### config.mk
export PLATFORM = sky130hd
export DESIGN_NAME = outgoing_handshake_detector_flat
export DESIGN_NICKNAME = d
export VERILOG_FILES = /design/src/rtl/core/ohd_pkg.sv /design/src/rtl/core/ohd_if.sv /design/src/rtl/core/outgoing_handshake_detector.sv /design/src/flat_wrapper.sv
export SDC_FILE = /design/constraint.sdc
export NUM_CORES = 1
export LEC_CHECK = 0
export BUFFER_PORTS_ARGS = -buffer_cell sky130_fd_sc_hd__buf_2
export CORE_UTILIZATION = 60
export CTS_CLUSTER_DIAMETER = 80
export CTS_CLUSTER_SIZE = 20
export DETAILED_ROUTE_END_ITERATION = 8
export HOLD_SLACK_MARGIN = 0.15
export PLACE_DENSITY_LB_ADDON = 0.2
export SYNTH_ARGS = -nofsm -noshare
export SYNTH_HDL_FRONTEND = slang
export SYNTH_SLANG_ARGS = --single-unit
### constraint.sdc
create_clock -name clock -period 6.4 [get_ports clock]
set_input_delay 0.64 -clock clock [delete_from_list [all_inputs] [get_ports clock]]
set_output_delay 0.64 -clock clock [all_outputs]
set_load 0.01 [all_outputs]
### src/rtl/core/ohd_pkg.sv
// Shared types and constants for the outgoing handshake detector.
// Self-contained; used by the top level.
`timescale 1ns / 1ps
`default_nettype none

package ohd_pkg;

   localparam int WORD_LEN = 12;

   localparam logic [7:0] CH_XON   = 8'h11;
   localparam logic [7:0] CH_XOFF  = 8'h13;
   localparam logic [7:0] CH_STAR  = 8'h2A;
   localparam logic [7:0] CH_UPC   = 8'h43;
   localparam logic [7:0] CH_LOW   = 8'h20;
   localparam logic [7:0] CH_HIGH  = 8'h7E;

   localparam logic [31:0]           WORD_HDR = "EMSI";
   localparam logic [8*WORD_LEN-1:0] WORD_REQ = {WORD_HDR, "_REQA77E"};
   localparam logic [8*WORD_LEN-1:0] WORD_NAK = {WORD_HDR, "_NAKEEC3"};
   localparam logic [8*WORD_LEN-1:0] WORD_INQ = {WORD_HDR, "_INQC816"};

   typedef enum logic [1:0] {
      FN_BYTE  = 2'd0,
      FN_TICK  = 2'd1,
      FN_LINE  = 2'd2,
      FN_START = 2'd3
   } func_type;

   typedef enum logic [3:0] {
      EV_NONE    = 4'd0,
      EV_RESYNC  = 4'd1,
      EV_EMSI    = 4'd2,
      EV_YOOHOO  = 4'd3,
      EV_FTS1    = 4'd4,
      EV_ECHO    = 4'd5,
      EV_TIMEOUT = 4'd6,
      EV_LINE    = 4'd7,
      EV_UNEXP   = 4'd8
   } event_type;

   typedef enum logic [2:0] {
      CSR_ENABLE      = 3'd0,
      CSR_ENQ_CODE    = 3'd1,
      CSR_TSYNC_CODE  = 3'd2,
      CSR_MASTER_SEC  = 3'd3,
      CSR_FIRST_SYNC  = 3'd4,
      CSR_SYNC_PERIOD = 3'd5,
      CSR_UNEXP_LIMIT = 3'd6
   } csr_index_type;

   function automatic logic [7:0] upcase(input logic [7:0] c);
      return (c >= 8'h61 && c <= 8'h7A) ? (c - 8'd32) : c;
   endfunction

endpackage

`default_nettype wire

### src/rtl/core/ohd_if.sv
// Valid/ready channels of the outgoing handshake detector: request and response.
// No dependencies beyond plain logic types.
`timescale 1ns / 1ps
`default_nettype none

interface ohd_req_if;
   logic       valid;
   logic       ready;
   logic [1:0] func;
   logic [7:0] rx_byte;

   modport source (output valid, func, rx_byte, input ready);
   modport sink   (input valid, func, rx_byte, output ready);
endinterface

interface ohd_rsp_if;
   logic       valid;
   logic       ready;
   logic [3:0] event_res;
   logic       send_inquiry;
   logic       send_yoohoo;
   logic       send_tsync;
   logic       running;

   modport source (output valid, event_res, send_inquiry, send_yoohoo, send_tsync,
                   running, input ready);
   modport sink   (input valid, event_res, send_inquiry, send_yoohoo, send_tsync,
                   running, output ready);
endinterface

`default_nettype wire

### src/rtl/core/outgoing_handshake_detector.sv
// Outgoing handshake detector: EMSI / YooHoo / FTS-1 session start detection.
// Depends on ohd_pkg and the channel interfaces in ohd_if.sv.
//
// Usage:
//   req_chan carries one beat per event: a received byte, a one-second tick,
//   a line error or a start command. rsp_chan returns exactly one beat for each
//   request beat, in order: the event code, the resync send flags and whether
//   detection is still running. csr_* writes the seven setup registers; write
//   them only while no request is in flight.
//   A request beat is accepted into the input register and moves on to the
//   output register, where its response beat turns valid.
//   Throughput is one beat per cycle while rsp_chan does not stall; all decode,
//   counting and word compare is combinational logic between those two
//   registers.
//   Reset clears the session (not running), empties both registers and loads
//   the setup registers with their defaults. A start beat is required to arm.
//   When the response side stalls, the output register holds its beat and the
//   input register can still take one more; req_chan.ready drops only when
//   both are full.
`timescale 1ns / 1ps
`default_nettype none

module outgoing_handshake_detector (
   input  wire logic       clock,
   input  wire logic       reset,
   ohd_req_if.sink         req_chan,
   ohd_rsp_if.source       rsp_chan,
   input  wire logic       csr_we,
   input  wire logic [2:0] csr_index,
   input  wire logic [7:0] csr_wdata
);
   import ohd_pkg::*;

   // setup registers
   logic [2:0] enable_ff;
   logic [7:0] enq_code_ff, tsync_code_ff, master_sec_ff, first_sync_ff;
   logic [7:0] sync_period_ff, unexp_limit_ff;

   // input register
   logic       in_vld_ff;
   func_type   func_ff;
   logic [7:0] byte_ff;

   // output register
   logic       out_vld_ff;
   event_type  ev_ff;
   logic [2:0] send_ff;
   logic       running_ff;

   // session state
   logic       active_ff, active_in;
   logic [1:0] enq_cnt_ff, enq_cnt_in;
   logic [1:0] sync_cnt_ff, sync_cnt_in;
   logic [3:0] word_pos_ff, word_pos_in;
   logic       in_word_ff, in_word_in;
   logic [7:0] unexp_cnt_ff, unexp_cnt_in;
   logic [7:0] master_ff, master_in;
   logic [7:0] sync_left_ff, sync_left_in;
   logic [7:0] word_chars_ff [WORD_LEN];

   logic       adv;
   event_type  ev_in;
   logic       resync;
   logic       char_we;
   logic [7:0] up_c;
   logic [1:0] enq_thresh, sync_need, enq_inc, sync_inc;
   logic [7:0] unexp_inc;
   logic [8*WORD_LEN-1:0] word_full;
   logic       can_emsi, can_yoohoo, can_fts;

   assign adv            = in_vld_ff && (!out_vld_ff || rsp_chan.ready);
   assign req_chan.ready = !in_vld_ff || adv;

   assign can_emsi   = enable_ff[0];
   assign can_yoohoo = enable_ff[1];
   assign can_fts    = enable_ff[2];
   assign enq_thresh = can_emsi ? 2'd2 : 2'd1;
   assign sync_need  = (can_emsi || can_yoohoo) ? 2'd2 : 2'd1;
   assign enq_inc    = (enq_cnt_ff == 2'd3) ? 2'd3 : enq_cnt_ff + 2'd1;
   assign sync_inc   = (sync_cnt_ff == 2'd3) ? 2'd3 : sync_cnt_ff + 2'd1;
   assign unexp_inc  = (unexp_cnt_ff == 8'hFF) ? 8'hFF : unexp_cnt_ff + 8'd1;
   assign up_c       = upcase(byte_ff);

   // word as it stands once the current byte closes it
   always_comb begin
      for (int i = 0; i < WORD_LEN; i++) begin
         word_full[8*(WORD_LEN-1-i) +: 8] = (i == WORD_LEN - 1) ? up_c : word_chars_ff[i];
      end
   end

   always_comb begin
      active_in    = active_ff;
      enq_cnt_in   = enq_cnt_ff;
      sync_cnt_in  = sync_cnt_ff;
      word_pos_in  = word_pos_ff;
      in_word_in   = in_word_ff;
      unexp_cnt_in = unexp_cnt_ff;
      master_in    = master_ff;
      sync_left_in = sync_left_ff;
      ev_in        = EV_NONE;
      resync       = 1'b0;
      char_we      = 1'b0;

      if (func_ff == FN_START) begin
         active_in    = 1'b1;
         enq_cnt_in   = 2'd0;
         sync_cnt_in  = 2'd0;
         word_pos_in  = 4'd0;
         in_word_in   = 1'b0;
         unexp_cnt_in = 8'd0;
         master_in    = master_sec_ff;
         sync_left_in = first_sync_ff;
      end else if (active_ff) begin
         unique case (func_ff)
            FN_LINE: begin
               ev_in = EV_LINE;
            end
            FN_TICK: begin
               if (master_ff <= 8'd1) begin
                  master_in = 8'd0;
                  ev_in     = EV_TIMEOUT;
               end else begin
                  master_in = master_ff - 8'd1;
                  if (sync_left_ff <= 8'd1) begin
                     sync_left_in = sync_period_ff;
                     ev_in        = EV_RESYNC;
                     resync       = 1'b1;
                  end else begin
                     sync_left_in = sync_left_ff - 8'd1;
                  end
               end
            end
            FN_BYTE: begin
               priority if (byte_ff == CH_XON || byte_ff == CH_XOFF) begin
                  // drop flow control
               end else if (byte_ff == enq_code_ff) begin
                  enq_cnt_in = enq_inc;
                  if (enq_inc >= enq_thresh && can_yoohoo) ev_in = EV_YOOHOO;
               end else if (byte_ff == tsync_code_ff) begin
                  sync_cnt_in = sync_inc;
                  if (sync_inc > sync_need && can_fts) ev_in = EV_FTS1;
               end else if (can_emsi && byte_ff > CH_LOW && byte_ff < CH_HIGH) begin
                  if (byte_ff != CH_UPC) sync_cnt_in = 2'd0;
                  enq_cnt_in = 2'd0;
                  if (byte_ff == CH_STAR) begin
                     word_pos_in = 4'd0;
                     in_word_in  = 1'b1;
                  end else if (in_word_ff) begin
                     char_we     = 1'b1;
                     word_pos_in = word_pos_ff + 4'd1;
                     if (word_pos_ff == 4'(WORD_LEN - 1)) begin
                        in_word_in = 1'b0;
                        if (word_full == WORD_REQ || word_full == WORD_NAK) begin
                           ev_in = EV_EMSI;
                        end else if (word_full == WORD_INQ) begin
                           sync_left_in = sync_period_ff;
                           ev_in        = EV_ECHO;
                        end else if (word_full[8*WORD_LEN-1 -: 32] == WORD_HDR) begin
                           unexp_cnt_in = unexp_inc;
                           if (unexp_inc > unexp_limit_ff) ev_in = EV_UNEXP;
                        end
                     end
                  end
               end else begin
                  // abort a word in progress
                  in_word_in = 1'b0;
               end
            end
            default: begin
            end
         endcase
         if (ev_in != EV_NONE && ev_in != EV_RESYNC && ev_in != EV_ECHO) active_in = 1'b0;
      end
   end

   always_ff @(posedge clock) begin
      if (reset) begin
         enable_ff      <= 3'd7;
         enq_code_ff    <= 8'd5;
         tsync_code_ff  <= 8'd174;
         master_sec_ff  <= 8'd60;
         first_sync_ff  <= 8'd10;
         sync_period_ff <= 8'd5;
         unexp_limit_ff <= 8'd10;
      end else if (csr_we) begin
         unique case (csr_index)
            CSR_ENABLE:      enable_ff      <= csr_wdata[2:0];
            CSR_ENQ_CODE:    enq_code_ff    <= csr_wdata;
            CSR_TSYNC_CODE:  tsync_code_ff  <= csr_wdata;
            CSR_MASTER_SEC:  master_sec_ff  <= csr_wdata;
            CSR_FIRST_SYNC:  first_sync_ff  <= csr_wdata;
            CSR_SYNC_PERIOD: sync_period_ff <= csr_wdata;
            CSR_UNEXP_LIMIT: unexp_limit_ff <= csr_wdata;
            default: begin
            end
         endcase
      end
   end

   always_ff @(posedge clock) begin
      if (reset) begin
         in_vld_ff    <= 1'b0;
         out_vld_ff   <= 1'b0;
         active_ff    <= 1'b0;
         enq_cnt_ff   <= 2'd0;
         sync_cnt_ff  <= 2'd0;
         word_pos_ff  <= 4'd0;
         in_word_ff   <= 1'b0;
         unexp_cnt_ff <= 8'd0;
         master_ff    <= 8'd0;
         sync_left_ff <= 8'd0;
      end else begin
         if (req_chan.valid && req_chan.ready) begin
            in_vld_ff <= 1'b1;
         end else if (adv) begin
            in_vld_ff <= 1'b0;
         end
         if (adv) begin
            out_vld_ff   <= 1'b1;
            active_ff    <= active_in;
            enq_cnt_ff   <= enq_cnt_in;
            sync_cnt_ff  <= sync_cnt_in;
            word_pos_ff  <= word_pos_in;
            in_word_ff   <= in_word_in;
            unexp_cnt_ff <= unexp_cnt_in;
            master_ff    <= master_in;
            sync_left_ff <= sync_left_in;
         end else if (rsp_chan.ready) begin
            out_vld_ff <= 1'b0;
         end
      end
   end

   // payload registers
   always_ff @(posedge clock) begin
      if (req_chan.valid && req_chan.ready) begin
         func_ff <= func_type'(req_chan.func);
         byte_ff <= req_chan.rx_byte;
      end
      if (adv) begin
         ev_ff      <= ev_in;
         send_ff    <= resync ? enable_ff : 3'd0;
         running_ff <= active_in;
      end
      if (adv && char_we) begin
         word_chars_ff[word_pos_ff] <= up_c;
      end
   end

   assign rsp_chan.valid        = out_vld_ff;
   assign rsp_chan.event_res    = ev_ff;
   assign rsp_chan.send_inquiry = send_ff[0];
   assign rsp_chan.send_yoohoo  = send_ff[1];
   assign rsp_chan.send_tsync   = send_ff[2];
   assign rsp_chan.running      = running_ff;

   a_send_only_resync: assert property (@(posedge clock) disable iff (reset)
      out_vld_ff && ev_ff != EV_RESYNC |-> send_ff == 3'd0)
      else $error("send flags set on a non-resync beat");

   a_terminal_stops: assert property (@(posedge clock) disable iff (reset)
      out_vld_ff && ev_ff != EV_NONE && ev_ff != EV_RESYNC && ev_ff != EV_ECHO
      |-> !running_ff && !active_ff)
      else $error("session still running after success or failure");

   a_idle_quiet: assert property (@(posedge clock) disable iff (reset)
      adv && !active_ff && func_ff != FN_START |=> ev_ff == EV_NONE && !running_ff)
      else $error("event raised while not running");

   a_start_arms: assert property (@(posedge clock) disable iff (reset)
      adv && func_ff == FN_START |=> out_vld_ff && running_ff && active_ff)
      else $error("start beat did not arm the session");

endmodule

`default_nettype wire
### src/flat_wrapper.sv
// flat-port wrapper written by rule: the top's interface ports become plain ports
module outgoing_handshake_detector_flat import ohd_pkg::*;
  (clock, reset, csr_we, csr_index, csr_wdata, req_chan_valid, req_chan_func, req_chan_rx_byte, req_chan_ready, rsp_chan_valid, rsp_chan_event_res, rsp_chan_send_inquiry, rsp_chan_send_yoohoo, rsp_chan_send_tsync, rsp_chan_running, rsp_chan_ready);
  ohd_req_if req_chan_i ();
  ohd_rsp_if rsp_chan_i ();
  input  wire logic clock;
  input  wire logic reset;
  input  wire logic csr_we;
  input  wire logic [2:0] csr_index;
  input  wire logic [7:0] csr_wdata;
  input wire logic [$bits(req_chan_i.valid)-1:0] req_chan_valid;
  input wire logic [$bits(req_chan_i.func)-1:0] req_chan_func;
  input wire logic [$bits(req_chan_i.rx_byte)-1:0] req_chan_rx_byte;
  output wire logic [$bits(req_chan_i.ready)-1:0] req_chan_ready;
  output wire logic [$bits(rsp_chan_i.valid)-1:0] rsp_chan_valid;
  output wire logic [$bits(rsp_chan_i.event_res)-1:0] rsp_chan_event_res;
  output wire logic [$bits(rsp_chan_i.send_inquiry)-1:0] rsp_chan_send_inquiry;
  output wire logic [$bits(rsp_chan_i.send_yoohoo)-1:0] rsp_chan_send_yoohoo;
  output wire logic [$bits(rsp_chan_i.send_tsync)-1:0] rsp_chan_send_tsync;
  output wire logic [$bits(rsp_chan_i.running)-1:0] rsp_chan_running;
  input wire logic [$bits(rsp_chan_i.ready)-1:0] rsp_chan_ready;
  assign req_chan_i.valid = req_chan_valid;
  assign req_chan_i.func = req_chan_func;
  assign req_chan_i.rx_byte = req_chan_rx_byte;
  assign req_chan_ready = req_chan_i.ready;
  assign rsp_chan_valid = rsp_chan_i.valid;
  assign rsp_chan_event_res = rsp_chan_i.event_res;
  assign rsp_chan_send_inquiry = rsp_chan_i.send_inquiry;
  assign rsp_chan_send_yoohoo = rsp_chan_i.send_yoohoo;
  assign rsp_chan_send_tsync = rsp_chan_i.send_tsync;
  assign rsp_chan_running = rsp_chan_i.running;
  assign rsp_chan_i.ready = rsp_chan_ready;
  outgoing_handshake_detector u_core (.clock(clock), .reset(reset), .req_chan(req_chan_i), .rsp_chan(rsp_chan_i), .csr_we(csr_we), .csr_index(csr_index), .csr_wdata(csr_wdata));
endmodule
==> flow_summary_export.csv <==
group,metric,value,unit
run_status,outcome,"finished, final reports clean",
grt,grt_usage,28.2,%
clocking,clk_latency,0.44,ns
logic_synthesis,synthAdderAreaFrac,4.01,%
power,peakVddDrop,0.000216,V
setup_path,slowest_delay,0.89,ns
floorplan,dieWidth,123,um
logic_synthesis,synth_common_cells,"nand2_1 (132), edfxtp_1 (106), dfxtp_1 (87)",
setup_path,path_max_fanout,22,
final_layout,final_nets,926,
final_layout,drive_above_1_share,9.94,%
clocking,cts_inserted_buffers,17,
setup_path,crit_chain,"or4_4 > nor2_1 > a211oi_1 > o21ai_1 > nor2_1 > nand4_1 > nor4b_1 > and2_1",
final_layout,stdcell_count,1065,
logic_synthesis,synth_seq_cells,193,
power,cellPowerDensity,265,nW/um2
setup_path,path_delay_family,"simple AND/OR/NAND/NOR gates",
clocking,clkTransAtPathRegs,0.07,ns
grt,globalRouteOverflowTotal,0,
clocking,ctsLongestPathBuffers,2,
timing,finalCriticalPeriod,4.06,ns
placed_design,io_buffer_count,35,
setup_path,critPathBufInv,0,
logic_synthesis,synth.area.top_cells,"edfxtp_1 (36%), dfxtp_1 (20%), nand2_1 (5.7%)",
setup_path,crit_top_cell,"nor2_1",
final_layout,fin_area,9640,um2
logic_synthesis,syn-cell-area,8740,um2
floorplan,ioPinCount,36,
setup_path,worst_r2r_endpoint,"u_core.word_chars_ff[7][2]",
placed_design,dpl_worst_slack,2.49,ns
timing,max_freq,0.246,GHz
setup_path,startpoint_type,"flop",
detailed_routing,num_vias,6564,
floorplan,die_y,123,um
logic_synthesis,ys_seq_area_share,56.4,%
grt,grt_pass1_vias,6229,
logic_synthesis,netlist_instances,838,
worst_hold_path,hold_end,"u_core.byte_ff[1]",
detailed_routing,first_iter_violations,649,
timing,skew,0.0116,ns
final_layout,areaGrowthSynthToFinish,10.4,%
detailed_routing,wl_per_cell,19.0,um
logic_synthesis,async_flop_share,0,%
floorplan,start_util,62.2,%
clocking,cts_tree,"built",
placed_design,gp_congestion,0.902,
detailed_routing,drt_wl_total,20.3,mm
floorplan,fp-row-count,43,
clocking,holdBufCountCts,0,
logic_synthesis,synthDistinctLibCells,68,
timing,maxSlewViolCount,0,
timing,setup_viol,0,
timing,tightestPinTransition,1.07,ns
clocking,cts_num_sinks,193,
timing,fin_crit_sh,63.4,%
power,p_leak,3.49,nW
placed_design,dp_hpwl,14.1,mm
setup_path,ff2ff_setup_slack,2.34,ns
setup_path,cp.arrival,4.16,ns
timing,setup_ws,2.34,ns
logic_synthesis,yosysWarnings,0,
logic_synthesis,synth_edf_count,106,
setup_path,r2r_start,"u_core.byte_ff[4]",
setup_path,worst_ep_required_time,6.50,ns
setup_path,slowest_stage,"nor4b_1",
clocking,cts_setup_buffers,0,
grt,grt_first_pass_wirelength,31.7,mm
worst_hold_path,worstHoldStart,"req_chan_rx_byte[1]",
detailed_routing,drc,0,
floorplan,die_area,15100,um2
logic_synthesis,synth_top_family_by_area,"simple AND/OR/NAND/NOR gates",
clocking,h-tree-depth,4,
floorplan,core-area,14000,um2
final_layout,antennaDiodeCount,0,
final_layout,final_core_util,68.7,%
detailed_routing,ant_nets,0,
logic_synthesis,avgSynthCellArea,10.4,um2
clocking,clockRootBuffer,"clkbuf_16",
setup_path,critPathKind,"reg -> reg",
timing,rsz0062_at_grt,"no",
grt,antenna_found_initial,0,
detailed_routing,vias_per_cell,6.16,
worst_hold_path,hold-path-cell-count,1,
logic_synthesis,synth-xor-area-share,2.81,%
power,p_total,2.55,mW
logic_synthesis,yosys.area_share.simple,23.1,%
timing,relSlewSlack,28.2,%
grt,grt_max_degree,74,
logic_synthesis,synth_compound_area_share,10.1,%
flow_run,drv_cap,0,
timing,setup-tns-final,0,ns
logic_synthesis,ys_dominant_reg_cell,"edfxtp_1",
worst_hold_path,min_path_type,"in -> reg",
timing,whs,0.374,ns
timing,finalHoldViolCount,0,
logic_synthesis,synth.top_cell.area_share,36.4,%
clocking,post_cts_resize_count,0,
placed_design,dpl.cell_count,1033,
detailed_routing,dr.pass1.iters,7,
logic_synthesis,synth_top_area_cell,"edfxtp_1",
setup_path,critPathCaptureType,"flop",
logic_synthesis,synth.most_common_cell,"nand2_1",
logic_synthesis,yosys-mux-area-fraction,1.15,%
logic_synthesis,synth_nets,892,
placed_design,placed_cell_area,9060,um2
setup_path,r2r_cells,8,
sequential cells by signal, summed over array words and instances (netlist names), 8 cells and up:
| register | count |
|---|---|
| u_core.enq_code_ff | 8 |
| u_core.byte_ff | 8 |
| u_core.tsync_code_ff | 8 |
| u_core.master_sec_ff | 8 |
| u_core.unexp_limit_ff | 8 |
| u_core.sync_period_ff | 8 |
| u_core.unexp_cnt_ff | 8 |
| u_core.sync_left_ff | 8 |
| u_core.master_ff | 8 |
| u_core.first_sync_ff | 8 |
| u_core.word_chars_ff | 88 |
worst max-delay path by stage:
stage	end	depth (start not counted)	start
after floorplan	u_core.sync_left_ff[1]	9	u_core.byte_ff[0]
after global placement	u_core.word_chars_ff[4][0]	8	u_core.byte_ff[4]
after detailed placement	u_core.word_chars_ff[6][6]	8	u_core.byte_ff[4]
after CTS	u_core.word_chars_ff[7][5]	8	u_core.byte_ff[4]
after global routing	u_core.word_chars_ff[7][2]	8	u_core.byte_ff[4]
final	u_core.word_chars_ff[7][2]	8	u_core.byte_ff[4]
layer usage:
metal	GRT usage, %	up-vias	routed length [um]
li1	-	3103	-
met1	39.8	3130	9110
met2	43.7	295	9370
met3	5.11	36	1440
met4	10.1	0	359
met5	0	-	0
layout by cell type (no fill, tap or decap), types with 9 or more instances in the layout:
cell type	Yosys	routed
nand2b_1	9	9
mux2i_1	10	10
nor4b_1	9	9
nand4b_1	9	9
nand4_1	16	16
nor2_1	83	83
a21oi_1	65	65
inv_1	29	29
nor4_1	13	13
and2_1	19	19
dfxtp_1	87	87
buf_2	3	35
xnor2_1	14	14
nor2b_1	13	13
nor3_1	17	17
ha_1	28	28
nand3_1	21	21
clkbuf_16	0	17
nand2_1	132	132
edfxtp_1	106	106
o21ai_0	11	11
xor2_1	14	14
cell type report:
cell class	instances	area, um2
inverter	29	109
tap	180	225
multi-input combinational	592	3590
timing repair buffer	39	205
clock buffer	17	425
fill	1024	4400
sequential	193	4920
clock inverter	15	163
power by group:
group          total, mW  switching (mW)  internal, mW
logic              0.165           0.107        0.0581
registers           1.35          0.0265          1.33
clock network       1.03           0.513         0.522
logic make-up after synthesis:
family                     count (synthesis)
adders and majority gates                 28
AOI/OAI and AO/OA                        138
xor gates and xnor gates                  28
DFF                                      193
buffers and inverters                     53
muxes                                     10
and+or+nand+nor                          388
worst register-to-register path, cell delays in order, from the launching register on:
cell	delay, ns
edfxtp_1	0.87
or4_4	0.27
nor2_1	0.04
a211oi_1	0.52
o21ai_1	0.31
nor2_1	0.16
nand4_1	0.18
nor4b_1	0.89
and2_1	0.48
(Power assumes the default switching activity.)
